**src/design/skf_pkg.sv**
```systemverilog
package skf_pkg;

    localparam int SKF_FRAC_BITS   = 16;
    localparam int SKF_DATA_WIDTH  = 32;
    localparam int SKF_CFG_INDEX_W = 4;

    localparam logic [SKF_CFG_INDEX_W-1:0] CFG_INITIAL_ESTIMATE  = SKF_CFG_INDEX_W'(0);
    localparam logic [SKF_CFG_INDEX_W-1:0] CFG_INITIAL_ERROR     = SKF_CFG_INDEX_W'(1);
    localparam logic [SKF_CFG_INDEX_W-1:0] CFG_MEASUREMENT_NOISE = SKF_CFG_INDEX_W'(2);
    localparam logic [SKF_CFG_INDEX_W-1:0] CFG_PROCESS_NOISE     = SKF_CFG_INDEX_W'(3);

    typedef enum logic [1:0] {
        ST_IDLE,
        ST_DIV,
        ST_MUL,
        ST_FIN
    } skf_state_t;

endpackage

```
**src/design/scalar_kalman_filter_core.sv**
```systemverilog
// Channel  Direction  Ports                               Content
// s_       in         s_tvalid s_tready s_tdata           measurement
// m_       out        m_tvalid m_tready m_tdata           filtered_value, gain, error_covariance
// cfg_     in         cfg_valid cfg_ready cfg_index/data  register writes, always ready
//
// An item is captured at its accepting edge; the divider then forms the gain, the two shift-add
// multipliers form the products, and an update writes the new estimate and error. The next
// item is accepted in the cycle after the update.
// Reset and every configuration write load the estimate and error from the initial registers.
// A stalled result holds in the output register; the update waits until that register is free.
module scalar_kalman_filter_core
    import skf_pkg::*;
#(
    parameter int FRAC_BITS  = SKF_FRAC_BITS,
    parameter int DATA_WIDTH = SKF_DATA_WIDTH
) (
    input  logic                                       aclk,
    input  logic                                       aresetn,
    input  logic                                       s_tvalid,
    output logic                                       s_tready,
    // measurement
    input  logic [((DATA_WIDTH+7)/8)*8-1:0]            s_tdata,
    output logic                                       m_tvalid,
    input  logic                                       m_tready,
    // filtered_value, gain, error_covariance
    output logic [((2*DATA_WIDTH+FRAC_BITS+8)/8)*8-1:0] m_tdata,
    input  logic                                       cfg_valid,
    output logic                                       cfg_ready,
    input  logic [SKF_CFG_INDEX_W-1:0]                 cfg_index,
    input  logic [DATA_WIDTH-1:0]                      cfg_data
);

    localparam int DW        = DATA_WIDTH;
    localparam int F         = FRAC_BITS;
    localparam int M_TDATA_W = ((2*DATA_WIDTH+FRAC_BITS+8)/8)*8;
    localparam int CNT_W     = $clog2(F);
    localparam logic [DW-1:0] RST_ERROR  = DW'(1) << F;
    localparam logic [DW-1:0] RST_RNOISE = DW'(1) << F;
    localparam logic [DW-1:0] RST_QNOISE = DW'((2**F) / 100);
    localparam logic [F:0]    GAIN_ONE   = (F+1)'(1) << F;

    skf_state_t state_reg, state_next;

    logic [DW-1:0]    init_est_reg, init_err_reg, r_noise_reg, q_noise_reg;
    logic [DW-1:0]    est_reg, err_reg;
    logic [CNT_W-1:0] cnt_reg;
    logic [DW:0]      sum_reg;
    logic [DW+1:0]    rem_reg;
    logic [F-1:0]     quo_reg;
    logic             zero_sum_reg, r_zero_reg, neg_reg;
    logic [DW:0]      mag_reg;
    logic [F:0]       gain_reg;
    logic [F-1:0]     gsh_reg, gcsh_reg;
    logic [DW:0]      acc1_reg;
    logic [DW-1:0]    acc2_reg;
    logic             m_valid_reg;
    logic [DW-1:0]    out_est_reg, out_err_reg;
    logic [F:0]       out_gain_reg;

    logic           accept, div_en, mul_en, fin_fire, cnt_last, cfg_hit;
    logic [DW-1:0]  meas;
    logic [DW:0]    diff, sum_now;
    logic [DW+1:0]  rem_sh, rem_next;
    logic           quo_bit;
    logic [F-1:0]   quo_next;
    logic [F:0]     gain_now, gain_cmp;
    logic [DW+1:0]  add1;
    logic [DW:0]    add2;
    logic [DW:0]    step, est_ext, est_new;
    logic [DW-1:0]  prod2;
    logic [DW:0]    err_sum;
    logic [DW-1:0]  err_new;

    assign cnt_last  = (cnt_reg == '0);
    assign cfg_ready = 1'b1;
    assign meas      = s_tdata[DW-1:0];
    assign diff      = {meas[DW-1], meas} - {est_reg[DW-1], est_reg};
    assign sum_now   = {1'b0, err_reg} + {1'b0, r_noise_reg};

    // Restoring division, one quotient bit per cycle.
    assign rem_sh   = {rem_reg[DW:0], 1'b0};
    assign quo_bit  = (rem_sh >= {1'b0, sum_reg});
    assign rem_next = quo_bit ? (rem_sh - {1'b0, sum_reg}) : rem_sh;
    assign quo_next = {quo_reg[F-2:0], quo_bit};

    always_comb begin
        if (zero_sum_reg) begin
            gain_now = '0;
        end else if (r_zero_reg) begin
            gain_now = GAIN_ONE;
        end else begin
            gain_now = {1'b0, quo_next};
        end
    end
    assign gain_cmp = GAIN_ONE - gain_now;

    // Shift-add multipliers, least significant gain bit first, low product bits dropped.
    assign add1 = {1'b0, acc1_reg} + (gsh_reg[0] ? {1'b0, mag_reg} : '0);
    assign add2 = {1'b0, acc2_reg} + (gcsh_reg[0] ? {1'b0, err_reg} : '0);

    assign step    = gain_reg[F] ? mag_reg : acc1_reg;
    assign prod2   = (gain_reg == '0) ? err_reg : acc2_reg;
    assign est_ext = {est_reg[DW-1], est_reg};
    assign est_new = neg_reg ? (est_ext - step) : (est_ext + step);
    assign err_sum = {1'b0, prod2} + {1'b0, q_noise_reg};
    assign err_new = err_sum[DW] ? '1 : err_sum[DW-1:0];

    always_comb begin
        state_next = state_reg;
        unique case (state_reg)
            ST_IDLE: begin
                if (s_tvalid) begin
                    state_next = ST_DIV;
                end
            end
            ST_DIV: begin
                if (cnt_last) begin
                    state_next = ST_MUL;
                end
            end
            ST_MUL: begin
                if (cnt_last) begin
                    state_next = ST_FIN;
                end
            end
            ST_FIN: begin
                if (!m_valid_reg || m_tready) begin
                    state_next = ST_IDLE;
                end
            end
            default: state_next = ST_IDLE;
        endcase
    end

    always_comb begin
        s_tready = 1'b0;
        div_en   = 1'b0;
        mul_en   = 1'b0;
        fin_fire = 1'b0;
        unique case (state_reg)
            ST_IDLE: s_tready = 1'b1;
            ST_DIV:  div_en   = 1'b1;
            ST_MUL:  mul_en   = 1'b1;
            ST_FIN:  fin_fire = !m_valid_reg || m_tready;
            default: s_tready = 1'b0;
        endcase
    end

    assign accept = s_tvalid && s_tready;

    always_comb begin
        cfg_hit = 1'b0;
        unique case (cfg_index) inside
            CFG_INITIAL_ESTIMATE, CFG_INITIAL_ERROR,
            CFG_MEASUREMENT_NOISE, CFG_PROCESS_NOISE: cfg_hit = cfg_valid;
            default: cfg_hit = 1'b0;
        endcase
    end

    always_ff @(posedge aclk) begin
        if (!aresetn) begin
            state_reg    <= ST_IDLE;
            init_est_reg <= '0;
            init_err_reg <= RST_ERROR;
            r_noise_reg  <= RST_RNOISE;
            q_noise_reg  <= RST_QNOISE;
            est_reg      <= '0;
            err_reg      <= RST_ERROR;
            m_valid_reg  <= 1'b0;
        end else begin
            state_reg <= state_next;
            if (cfg_hit) begin
                unique case (cfg_index)
                    CFG_INITIAL_ESTIMATE: begin
                        init_est_reg <= cfg_data;
                        est_reg      <= cfg_data;
                        err_reg      <= init_err_reg;
                    end
                    CFG_INITIAL_ERROR: begin
                        init_err_reg <= cfg_data;
                        est_reg      <= init_est_reg;
                        err_reg      <= cfg_data;
                    end
                    CFG_MEASUREMENT_NOISE: begin
                        r_noise_reg <= cfg_data;
                        est_reg     <= init_est_reg;
                        err_reg     <= init_err_reg;
                    end
                    CFG_PROCESS_NOISE: begin
                        q_noise_reg <= cfg_data;
                        est_reg     <= init_est_reg;
                        err_reg     <= init_err_reg;
                    end
                    default: begin
                        est_reg <= init_est_reg;
                        err_reg <= init_err_reg;
                    end
                endcase
            end else if (fin_fire) begin
                est_reg <= est_new[DW-1:0];
                err_reg <= err_new;
            end
            if (fin_fire) begin
                m_valid_reg <= 1'b1;
            end else if (m_tready) begin
                m_valid_reg <= 1'b0;
            end
        end
    end

    always_ff @(posedge aclk) begin
        if (accept) begin
            cnt_reg      <= CNT_W'(F - 1);
            sum_reg      <= sum_now;
            rem_reg      <= {2'b00, err_reg};
            quo_reg      <= '0;
            zero_sum_reg <= (sum_now == '0);
            r_zero_reg   <= (r_noise_reg == '0);
            neg_reg      <= diff[DW];
            mag_reg      <= diff[DW] ? (~diff + (DW+1)'(1)) : diff;
        end else if (div_en) begin
            rem_reg <= rem_next;
            quo_reg <= quo_next;
            if (cnt_last) begin
                cnt_reg  <= CNT_W'(F - 1);
                gain_reg <= gain_now;
                gsh_reg  <= gain_now[F-1:0];
                gcsh_reg <= gain_cmp[F-1:0];
                acc1_reg <= '0;
                acc2_reg <= '0;
            end else begin
                cnt_reg <= cnt_reg - CNT_W'(1);
            end
        end else if (mul_en) begin
            acc1_reg <= add1[DW+1:1];
            acc2_reg <= add2[DW:1];
            gsh_reg  <= gsh_reg >> 1;
            gcsh_reg <= gcsh_reg >> 1;
            cnt_reg  <= cnt_reg - CNT_W'(1);
        end
        if (fin_fire) begin
            out_est_reg  <= est_new[DW-1:0];
            out_gain_reg <= gain_reg;
            out_err_reg  <= err_new;
        end
    end

    assign m_tvalid = m_valid_reg;
    assign m_tdata  = M_TDATA_W'({out_err_reg, out_gain_reg, out_est_reg});

endmodule

```
**config.mk**
```make
export PLATFORM = sky130hd
export DESIGN_NAME = scalar_kalman_filter_core
export DESIGN_NICKNAME = d
export VERILOG_FILES = /design/src/design/skf_pkg.sv /design/src/design/scalar_kalman_filter_core.sv
export SDC_FILE = /design/constraint.sdc
export NUM_CORES = 1
export LEC_CHECK = 0
export BUFFER_PORTS_ARGS = -buffer_cell sky130_fd_sc_hd__clkbuf_2
export CAP_MARGIN = 10
export CORE_UTILIZATION = 60
export CTS_CLUSTER_SIZE = 20
export DETAILED_ROUTE_END_ITERATION = 8
export PLACE_DENSITY_LB_ADDON = 0.15
export SKIP_CTS_REPAIR_TIMING = 1
export SYNTH_ARGS = -nofsm -noshare
export SYNTH_HDL_FRONTEND = slang
export SYNTH_SLANG_ARGS = --single-unit
```
**constraint.sdc**
```tcl
create_clock -name aclk -period 7.5 [get_ports aclk]
set_input_delay 1.125 -clock aclk [delete_from_list [all_inputs] [get_ports aclk]]
set_output_delay 1.125 -clock aclk [all_outputs]
set_load 0.1 [all_outputs]
```
==> reports/summary.json, run 1 <==
{
  "run_status": "completed",
  "wl_met3_mm": 9.19,
  "primary_ff_master_synth": "edfxtp_1",
  "numPortBuffers": 155,
  "setup_total_negative_slack_ns": 0,
  "hold_path_class": "reg2reg",
  "post_synth_num_cell_types": 94,
  "gp_congestion": 0.964,
  "ys_async_sr_fraction_pct": 0,
  "fp.dieW_um": 238,
  "worst-endpoint-arrival_ns": 6.98,
  "ys_seq_area_share_pct": 39.4,
  "ir_worst_vdd_mv": 0.261,
  "power.leakage_nw": 15.5,
  "layout_common_cells": "nand2_1 (427), nor2_1 (338), edfxtp_1 (296)",
  "number_of_nets_with_antenna_violations_after_detailed_routing": 0,
  "via_total_after_detailed_routing": 28500,
  "timing_worst_slew_pin_value_ns": 1.13,
  "critical_path_class": "reg2reg",
  "grt_antenna_before_repair": 3,
  "io_pins": 164,
  "detailed_place_hpwl_mm": 75.7,
  "final_net_count": 4083,
  "ys.warnings.count": 0,
  "number_of_global_route_vias_before_repair": 26500,
  "cts.sinks": 511,
  "total_track_usage_pct": 34.7,
  "die_area_sq_um": 56800,
  "layout_commonest_cell": "nand2_1",
  "layout_overhead_on_the_synthesized_area_pct": 10.4,
  "grt-ovfl-total": 0,
  "rsz0062_at_grt": "no",
  "detailed_place.area_sq_um": 34900,
  "die_h_um": 238,
  "final_max_slew_viol_count": 0,
  "met2WireLength_mm": 44.1,
  "synth.avg_cell_area_sq_um": 9.09,
  "top_layer": "met5",
  "timing.hold.ws_ns": 0.458,
  "count_of_standard_cell_rows": 86,
  "syn_inst": 3685,
  "wl_mm": 101,
  "cts-buffers-inserted": 56,
  "fin_util_pct": 67.1,
  "cts.reportedPaths.clkPinSlew_ns": 0.07,
  "cap_viol_max_count": 0,
  "upper_clock_frequency_limit_ghz": 0.154,
  "detail_route.vias_per_cell": 6.23,
  "synth_edf_count": 296,
  "worst_slew_margin_rel_pct": 24.4,
  "clkLatencyLatePin_ns": 0.66,
  "worstSetupEndpointType": "flop",
  "synth.cell_area_sq_um": 33500,
  "worst_setup_path_start_kind": "flop",
  "cts_tree": "yes",
  "final_layout_size_suffix_gt1_share_pct": 10.8,
  "wl_per_cell_um": 22.0,
  "power-per-cell-area_nw_per_um2": 405,
  "grt_first_pass_wirelength_mm": 153,
  "drt_pre_antenna_iters": 7,
  "synth_seq_cells": 511,
  "critical_path_peak_fanout": 34,
  "drt_iter0_markers": 2634,
  "critical_path_required_ns": 7.97,
  "timing.final.setup_violations": 0,
  "drt_drc_violations_left": 0,
  "finished_cell_area_sq_um": 37000,
  "cts_root_buf": "clkbuf_16",
  "placeable_area_sq_um": 55100,
  "min_period_ns": 6.51,
  "clk_path_buf_depth": 3,
  "number_of_hold_violations_in_the_final_report": 0,
  "cts_max_level": 2,
  "worst_clock_skew_ns": 0.0617,
  "start_util_pct": 60.8,
  "detail_route.wirelength.met1_mm": 44.2,
  "grt_start_max_net_pins": 98,
  "timing.final.crit_share_pct": 86.8
}
-- cell type report --
| cell class | instances | area [sq um] |
|---|---|---|
| clock buffers | 79 | 1730 |
| flip-flops and latches | 511 | 13200 |
| well taps | 748 | 936 |
| multi-input cells | 2866 | 19200 |
| fillers | 4384 | 18100 |
| clock inverters | 27 | 392 |
| inverters | 151 | 573 |
| diodes | 2 | 5.00 |
| repair buffers | 184 | 996 |
-- logic make-up (layout without fill, tap and decap cells) --
kind of cell	after synthesis	count (layout)	share of synthesized area, %
and+or+nand+nor	1227	1227	17.0
AOI/OAI and AO/OA	975	975	19.0
DFF	511	511	39.4
buffers and inverters	314	441	3.66
xor gates and xnor gates	253	253	6.68
adders and majority gates	240	240	9.12
muxes	163	163	5.15
other	2	10	0.0224
-- worst max-delay path, stage by stage, from the launching register on --
cell and delay, ns:
edfxtp_1 0.60, buf_4 0.31, nor4_1 0.53, nand4_1 0.27, nor4_2 0.35, buf_4 0.48
mux2_2 0.40, ha_1 0.19, inv_1 0.07, fa_1 0.18, nor2b_1 0.06, o21a_1 0.18
o21ai_0 0.22, a21oi_1 0.15, o211ai_1 0.35, o31ai_1 0.18, a41oi_1 0.40, nand2b_1 0.19
o2bb2ai_2 0.11, buf_4 0.40, and3_1 0.54, a221oi_1 0.16
-- synthesized netlist by cell type (23+ instances only) --
cell / n / area [sq um]
xnor2_1: 141 / 1230
nand2b_1: 39 / 244
nor2_1: 341 / 1280
nor3_1: 57 / 285
nand2_1: 430 / 1610
dfxtp_1: 215 / 4300
and2_1: 86 / 538
o32ai_1: 24 / 210
inv_1: 150 / 563
mux2_2: 76 / 856
clkbuf_1: 139 / 522
nor4_1: 23 / 144
nor2b_1: 47 / 294
o21ai_0: 169 / 846
a21boi_0: 107 / 803
a31oi_1: 36 / 225
o21a_1: 37 / 278
ha_1: 233 / 2920
o21bai_1: 34 / 255
and3_1: 48 / 300
xor2_1: 109 / 955
nand3_1: 66 / 330
edfxtp_1: 296 / 8890
a21o_1: 123 / 923
a21oi_1: 272 / 1360
mux2i_1: 87 / 871
-- per-layer routing --
metal  up-vias  global-route usage (%)
met1     13600                    49.9
met3       164                    5.65
li1      13400                       -
met4         2                    11.5
met5         -                       0
met2      1248                    53.2
-- report_power, final --
part	internal, mW	switching (mW)	leakage [nW]
Sequential	4.08	0.523	4.52
Combinational	2.70	4.61	9.93
Clock	1.86	1.22	1.03
Total	8.64	6.35	15.5
-- worst paths after layout --
| kind | startpoint | endpoint | slack, ns | cells past startpoint |
|---|---|---|---|---|
| setup / recovery | gain_reg[16] | err_reg[27] | 0.99 | 21 |
| hold / removal | gain_reg[8] | out_gain_reg[8] | 0.46 | 0 |
| setup reg to reg | gain_reg[16] | err_reg[27] | 0.99 | 21 |
| hold reg to reg | gain_reg[8] | out_gain_reg[8] | 0.46 | 0 |
-- metrics by stage --
step / instances / total power [mW] / worst slack [ns]
2_1_floorplan: 3691 / 9.91 / 0.832
3_3_place_gp: 4460 / 11.5 / 1.45
3_5_place_dp: 4460 / 11.7 / 1.23
4_1_cts: 4566 / 14.9 / 1.18
5_1_grt: 4567 / 15.8 / 0.703
6_report: 4568 / 15.0 / 0.992
Note: power is estimated with default switching activity, not from simulation.
==> inputs of run 2 (changes only) <==
--- a/config.mk
+++ b/config.mk
@@ -5,12 +5,14 @@
 export SDC_FILE = /design/constraint.sdc
 export NUM_CORES = 1
 export LEC_CHECK = 0
+export ABC_AREA = 1
 export BUFFER_PORTS_ARGS = -buffer_cell sky130_fd_sc_hd__clkbuf_2
 export CAP_MARGIN = 10
 export CORE_UTILIZATION = 60
 export CTS_CLUSTER_SIZE = 20
 export DETAILED_ROUTE_END_ITERATION = 8
 export PLACE_DENSITY_LB_ADDON = 0.15
+export RECOVER_POWER = 50
 export SKIP_CTS_REPAIR_TIMING = 1
 export SYNTH_ARGS = -nofsm -noshare
 export SYNTH_HDL_FRONTEND = slang
==> run 2 against run 1 <==
Effect of this change:
- the run now ends with design-rule violations, max-capacitance violations, max-slew violations left
- via count rose by 23%
- area after synthesis rose by 8.0%
- sequential cell count did not move
- count of clock-buffer cells in the layout did not move
- critical path type unchanged
- largest cell class unchanged
- highest routed layer is now met4
==> reports/summary.json, run 2 <==
{
  "run_status": {"value": "finished with violations", "change": "was completed"},
  "clk_path_buf_depth": {"value": 3, "change": "unchanged"},
  "wl": {"value": 120, "unit": "mm", "change": "was 101 mm"},
  "post_synth_num_cell_types": {"value": 63, "change": "was 94"},
  "rsz0062_at_grt": {"value": "no", "change": "unchanged"},
  "cts_max_level": {"value": 2, "change": "unchanged"},
  "timing.final.setup_violations": {"value": 0, "change": "unchanged"},
  "ir_worst_vdd": {"value": 0.353, "unit": "mV", "change": "was 0.261 mV"},
  "timing.final.crit_share": {"value": 79.6, "unit": "%", "change": "was 86.8%"},
  "drt_drc_violations_left": {"value": 2, "change": "was 0"},
  "synth_seq_cells": {"value": 511, "change": "unchanged"},
  "grt_first_pass_wirelength": {"value": 182, "unit": "mm", "change": "was 153 mm"},
  "timing.hold.ws": {"value": 0.440, "unit": "ns", "change": "was 0.458 ns"},
  "worst_clock_skew": {"value": 0.0268, "unit": "ns", "change": "was 0.0617 ns"},
  "synth.avg_cell_area": {"value": 7.17, "unit": "sq um", "change": "was 9.09 sq um"},
  "total_track_usage": {"value": 38.9, "unit": "%", "change": "was 34.7%"},
  "critical_path_class": {"value": "reg2reg", "change": "unchanged"},
  "synth_xor_area_share": {"value": 3.20, "unit": "%", "change": "was 6.68%"},
  "synthMostInstantiatedCell": {"value": "nand2_1", "change": "unchanged"},
  "final_max_slew_viol_count": {"value": 569, "change": "was 0"},
  "ys.warnings.count": {"value": 0, "change": "unchanged"},
  "wl_per_cell": {"value": 20.2, "unit": "um", "change": "was 22.0 um"},
  "fp.dieW": {"value": 248, "unit": "um", "change": "was 238 um"},
  "upper_clock_frequency_limit": {"value": 0.168, "unit": "GHz", "change": "was 0.154 GHz"},
  "worstSetupEndpointType": {"value": "flop", "change": "unchanged"},
  "detailed_place_hpwl": {"value": 94.1, "unit": "mm", "change": "was 75.7 mm"},
  "setup_total_negative_slack": {"value": 0, "unit": "ns", "change": "unchanged"},
  "synth-adder-area-share": {"value": 8.44, "unit": "%", "change": "was 9.12%"},
  "ys_async_sr_fraction": {"value": 0, "unit": "%", "change": "unchanged"},
  "synth.cell_area": {"value": 36200, "unit": "sq um", "change": "was 33,500 sq um"},
  "hold_path_class": {"value": "reg2reg", "change": "unchanged"},
  "cts-buffers-inserted": {"value": 57, "change": "was 56"},
  "yosys-mux-area-fraction": {"value": 0.335, "unit": "%", "change": "was 5.15%"},
  "cts.sinks": {"value": 511, "change": "unchanged"},
  "dominant_combinational_cell_family_by_area_after_synthesis": {"value": "simple AND/OR/NAND/NOR gates", "change": "was compound AO/OA/AOI/OAI gates"},
  "numPortBuffers": {"value": 155, "change": "unchanged"},
  "failing_checks": "design-rule violations, max-capacitance violations, max-slew violations",
  "layout_commonest_cell": {"value": "nand2_1", "change": "unchanged"},
  "gp_congestion": {"value": 1.04, "change": "was 0.964"},
  "primary_ff_master_synth": {"value": "edfxtp_1", "change": "unchanged"},
  "grt-ovfl-total": {"value": 0, "change": "unchanged"},
  "timing_worst_slew_pin_value": {"value": 3.60, "unit": "ns", "change": "was 1.13 ns"},
  "worst_slew_margin_rel": {"value": -140, "unit": "%", "change": "was 24.4%"},
  "power.leakage": {"value": 18.3, "unit": "nW", "change": "was 15.5 nW"},
  "number_of_nets_with_antenna_violations_after_detailed_routing": {"value": 0, "change": "unchanged"},
  "cap_viol_max_count": {"value": 12, "change": "was 0"},
  "number_of_hold_violations_in_the_final_report": {"value": 0, "change": "unchanged"},
  "final_layout_size_suffix_gt1_share": {"value": 5.41, "unit": "%", "change": "was 10.8%"},
  "die_h": {"value": 248, "unit": "um", "change": "was 238 um"},
  "yosys.area.top_type_share": {"value": 24.6, "unit": "%", "change": "was 26.5%"},
  "critical_path_peak_fanout": {"value": 77, "change": "was 34"},
  "layout_overhead_on_the_synthesized_area": {"value": 8.81, "unit": "%", "change": "was 10.4%"},
  "regArea": {"value": 13200, "unit": "sq um", "change": "unchanged"},
  "post_synth_and_or_nand_nor_area_fraction": {"value": 25.2, "unit": "%", "change": "was 17.0%"},
  "critical_path_required": {"value": 7.94, "unit": "ns", "change": "was 7.97 ns"},
  "cts.reportedPaths.clkPinSlew": {"value": 0.06, "unit": "ns", "change": "was 0.07 ns"},
  "power-per-cell-area": {"value": 440, "unit": "nW/um^2", "change": "was 405 nW/um^2"},
  "drt_iter0_markers": {"value": 3277, "change": "was 2,634"},
  "io_pins": {"value": 164, "change": "unchanged"},
  "clkLatencyLatePin": {"value": 0.64, "unit": "ns", "change": "was 0.66 ns"},
  "min_period": {"value": 5.97, "unit": "ns", "change": "was 6.51 ns"},
  "layout_common_cells": {"value": "nand2_1 (1,249), inv_1 (660), a21oi_1 (492)", "change": "was nand2_1 (427), nor2_1 (338), edfxtp_1 (296)"},
  "cts_tree": {"value": "yes", "change": "unchanged"},
  "cts_root_buf": {"value": "clkbuf_16", "change": "unchanged"},
  "final_net_count": {"value": 5455, "change": "was 4,083"},
  "fraction_of_the_mapped_netlist_area_in_compound_gates": {"value": 17.6, "unit": "%", "change": "was 19.0%"},
  "via_total_after_detailed_routing": {"value": 34900, "change": "was 28,500"},
  "worst-endpoint-arrival": {"value": 6.41, "unit": "ns", "change": "was 6.98 ns"},
  "syn_inst": {"value": 5045, "change": "was 3,685"},
  "area_occupied_by_multi_input_gates": {"value": 19900, "unit": "sq um", "change": "was 19,200 sq um"},
  "grt_start_max_net_pins": {"value": 106, "change": "was 98"},
  "number_of_global_route_vias_before_repair": {"value": 32700, "change": "was 26,500"},
  "synth.top_cells.by_area": {"value": "edfxtp_1 (25%), nand2_1 (13%), dfxtp_1 (12%)", "change": "was edfxtp_1 (27%), dfxtp_1 (13%), ha_1 (8.7%)"},
  "synth_edf_count": {"value": 296, "change": "unchanged"},
  "start_util": {"value": 61.0, "unit": "%", "change": "was 60.8%"},
  "detail_route.vias_per_cell": {"value": 5.85, "change": "was 6.23"},
  "count_of_standard_cell_rows": {"value": 89, "change": "was 86"},
  "placeable_area": {"value": 59400, "unit": "sq um", "change": "was 55,100 sq um"},
  "fillers": {"value": 5441, "change": "was 4,384"},
  "ys_seq_area_share": {"value": 36.5, "unit": "%", "change": "was 39.4%"},
  "ys_top_cells_by_count": {"value": "nand2_1 (1,252), inv_1 (659), a21oi_1 (492)", "change": "was nand2_1 (430), nor2_1 (341), edfxtp_1 (296)"},
  "drt_pre_antenna_iters": {"value": 9, "change": "was 7"},
  "worst_setup_path_start_kind": {"value": "flop", "change": "unchanged"},
  "synth_top_cell_by_area": {"value": "edfxtp_1", "change": "unchanged"},
  "grt_antenna_before_repair": {"value": 2, "change": "was 3"},
  "die_area": {"value": 61300, "unit": "sq um", "change": "was 56,800 sq um"}
}
## run 2: cell count changes in the layout (fill, tap and decap cells not counted), sizes merged, moves of 137 or more
cell | before | now
a21oi | 274 | 494
o21ai | 176 | 413
inv | 156 | 671
nand3 | 66 | 234
nand2 | 430 | 1279
nor2 | 341 | 478
## run 2: through the flow
stage | instances | worst slack [ns] | area, sq um | util, % | power, mW
finish | 5967 | 1.53 | 39400 | 66.3 | 17.3
detailed placement | 5856 | 2.09 | 37500 | 63.2 | 14.2
CTS | 5964 | 1.92 | 39500 | 66.6 | 17.2
floorplan | 5051 | 0.805 | 36200 | - | 11.7
global route | 5964 | 1.19 | 39400 | 66.3 | 18.5
global placement | 5856 | 2.27 | 37500 | 63.2 | 14.1
## run 2: cell type report
type                       count  area share (%)
clock inverter                29           0.817
sequential                   511            33.5
clock buffer                  79            4.23
inverter                     670            6.40
antenna                        3          0.0191
tap                          773            2.46
timing repair buffer         176            2.06
multi-input combinational   3726            50.5
## run 2: power by group
group / internal (mW) / switching (mW)
sequential: 4.23 / 0.571
combinational: 2.91 / 6.66
clock: 1.74 / 1.22
## run 2: critical path, cell delays in order, from the launching register on
cell      delay (ns)
dfxtp_1         0.35
inv_1           0.09
ha_1            0.18
clkbuf_1        0.75
inv_1           1.05
clkbuf_1        2.40
nor2_1          0.22
inv_1           0.53
o22ai_1         0.17
## run 2: worst paths after layout
| check | from | end | slack (ns) | cells past startpoint |
|---|---|---|---|---|
| setup / recovery | state_reg[1] | quo_reg[0] | 1.53 | 8 |
| hold reg to reg | gain_reg[5] | out_gain_reg[5] | 0.44 | 0 |
| hold / removal | gain_reg[5] | out_gain_reg[5] | 0.44 | 0 |
| setup reg to reg | state_reg[1] | quo_reg[0] | 1.53 | 8 |
## run 2: cell families after synthesis
| kind of cell | after synthesis |
|---|---|
| simple gates | 2184 |
| compound gates | 1151 |
| buf+inv | 814 |
| flops | 511 |
| fa+ha+maj | 240 |
| xor+xnor | 132 |
| mux | 11 |
| other cells | 2 |
## run 2: layer usage
layer | up-vias | share of wire (%) | wire length [um] | track usage, %
met5 | - | 0 | 0 | 0
met4 | 0 | 6.7 | 8020 | 23.2
met3 | 357 | 7.3 | 8770 | 5.32
met2 | 1396 | 47 | 56600 | 65.9
met1 | 16100 | 39 | 47100 | 47.0
li1 | 17100 | - | - | -
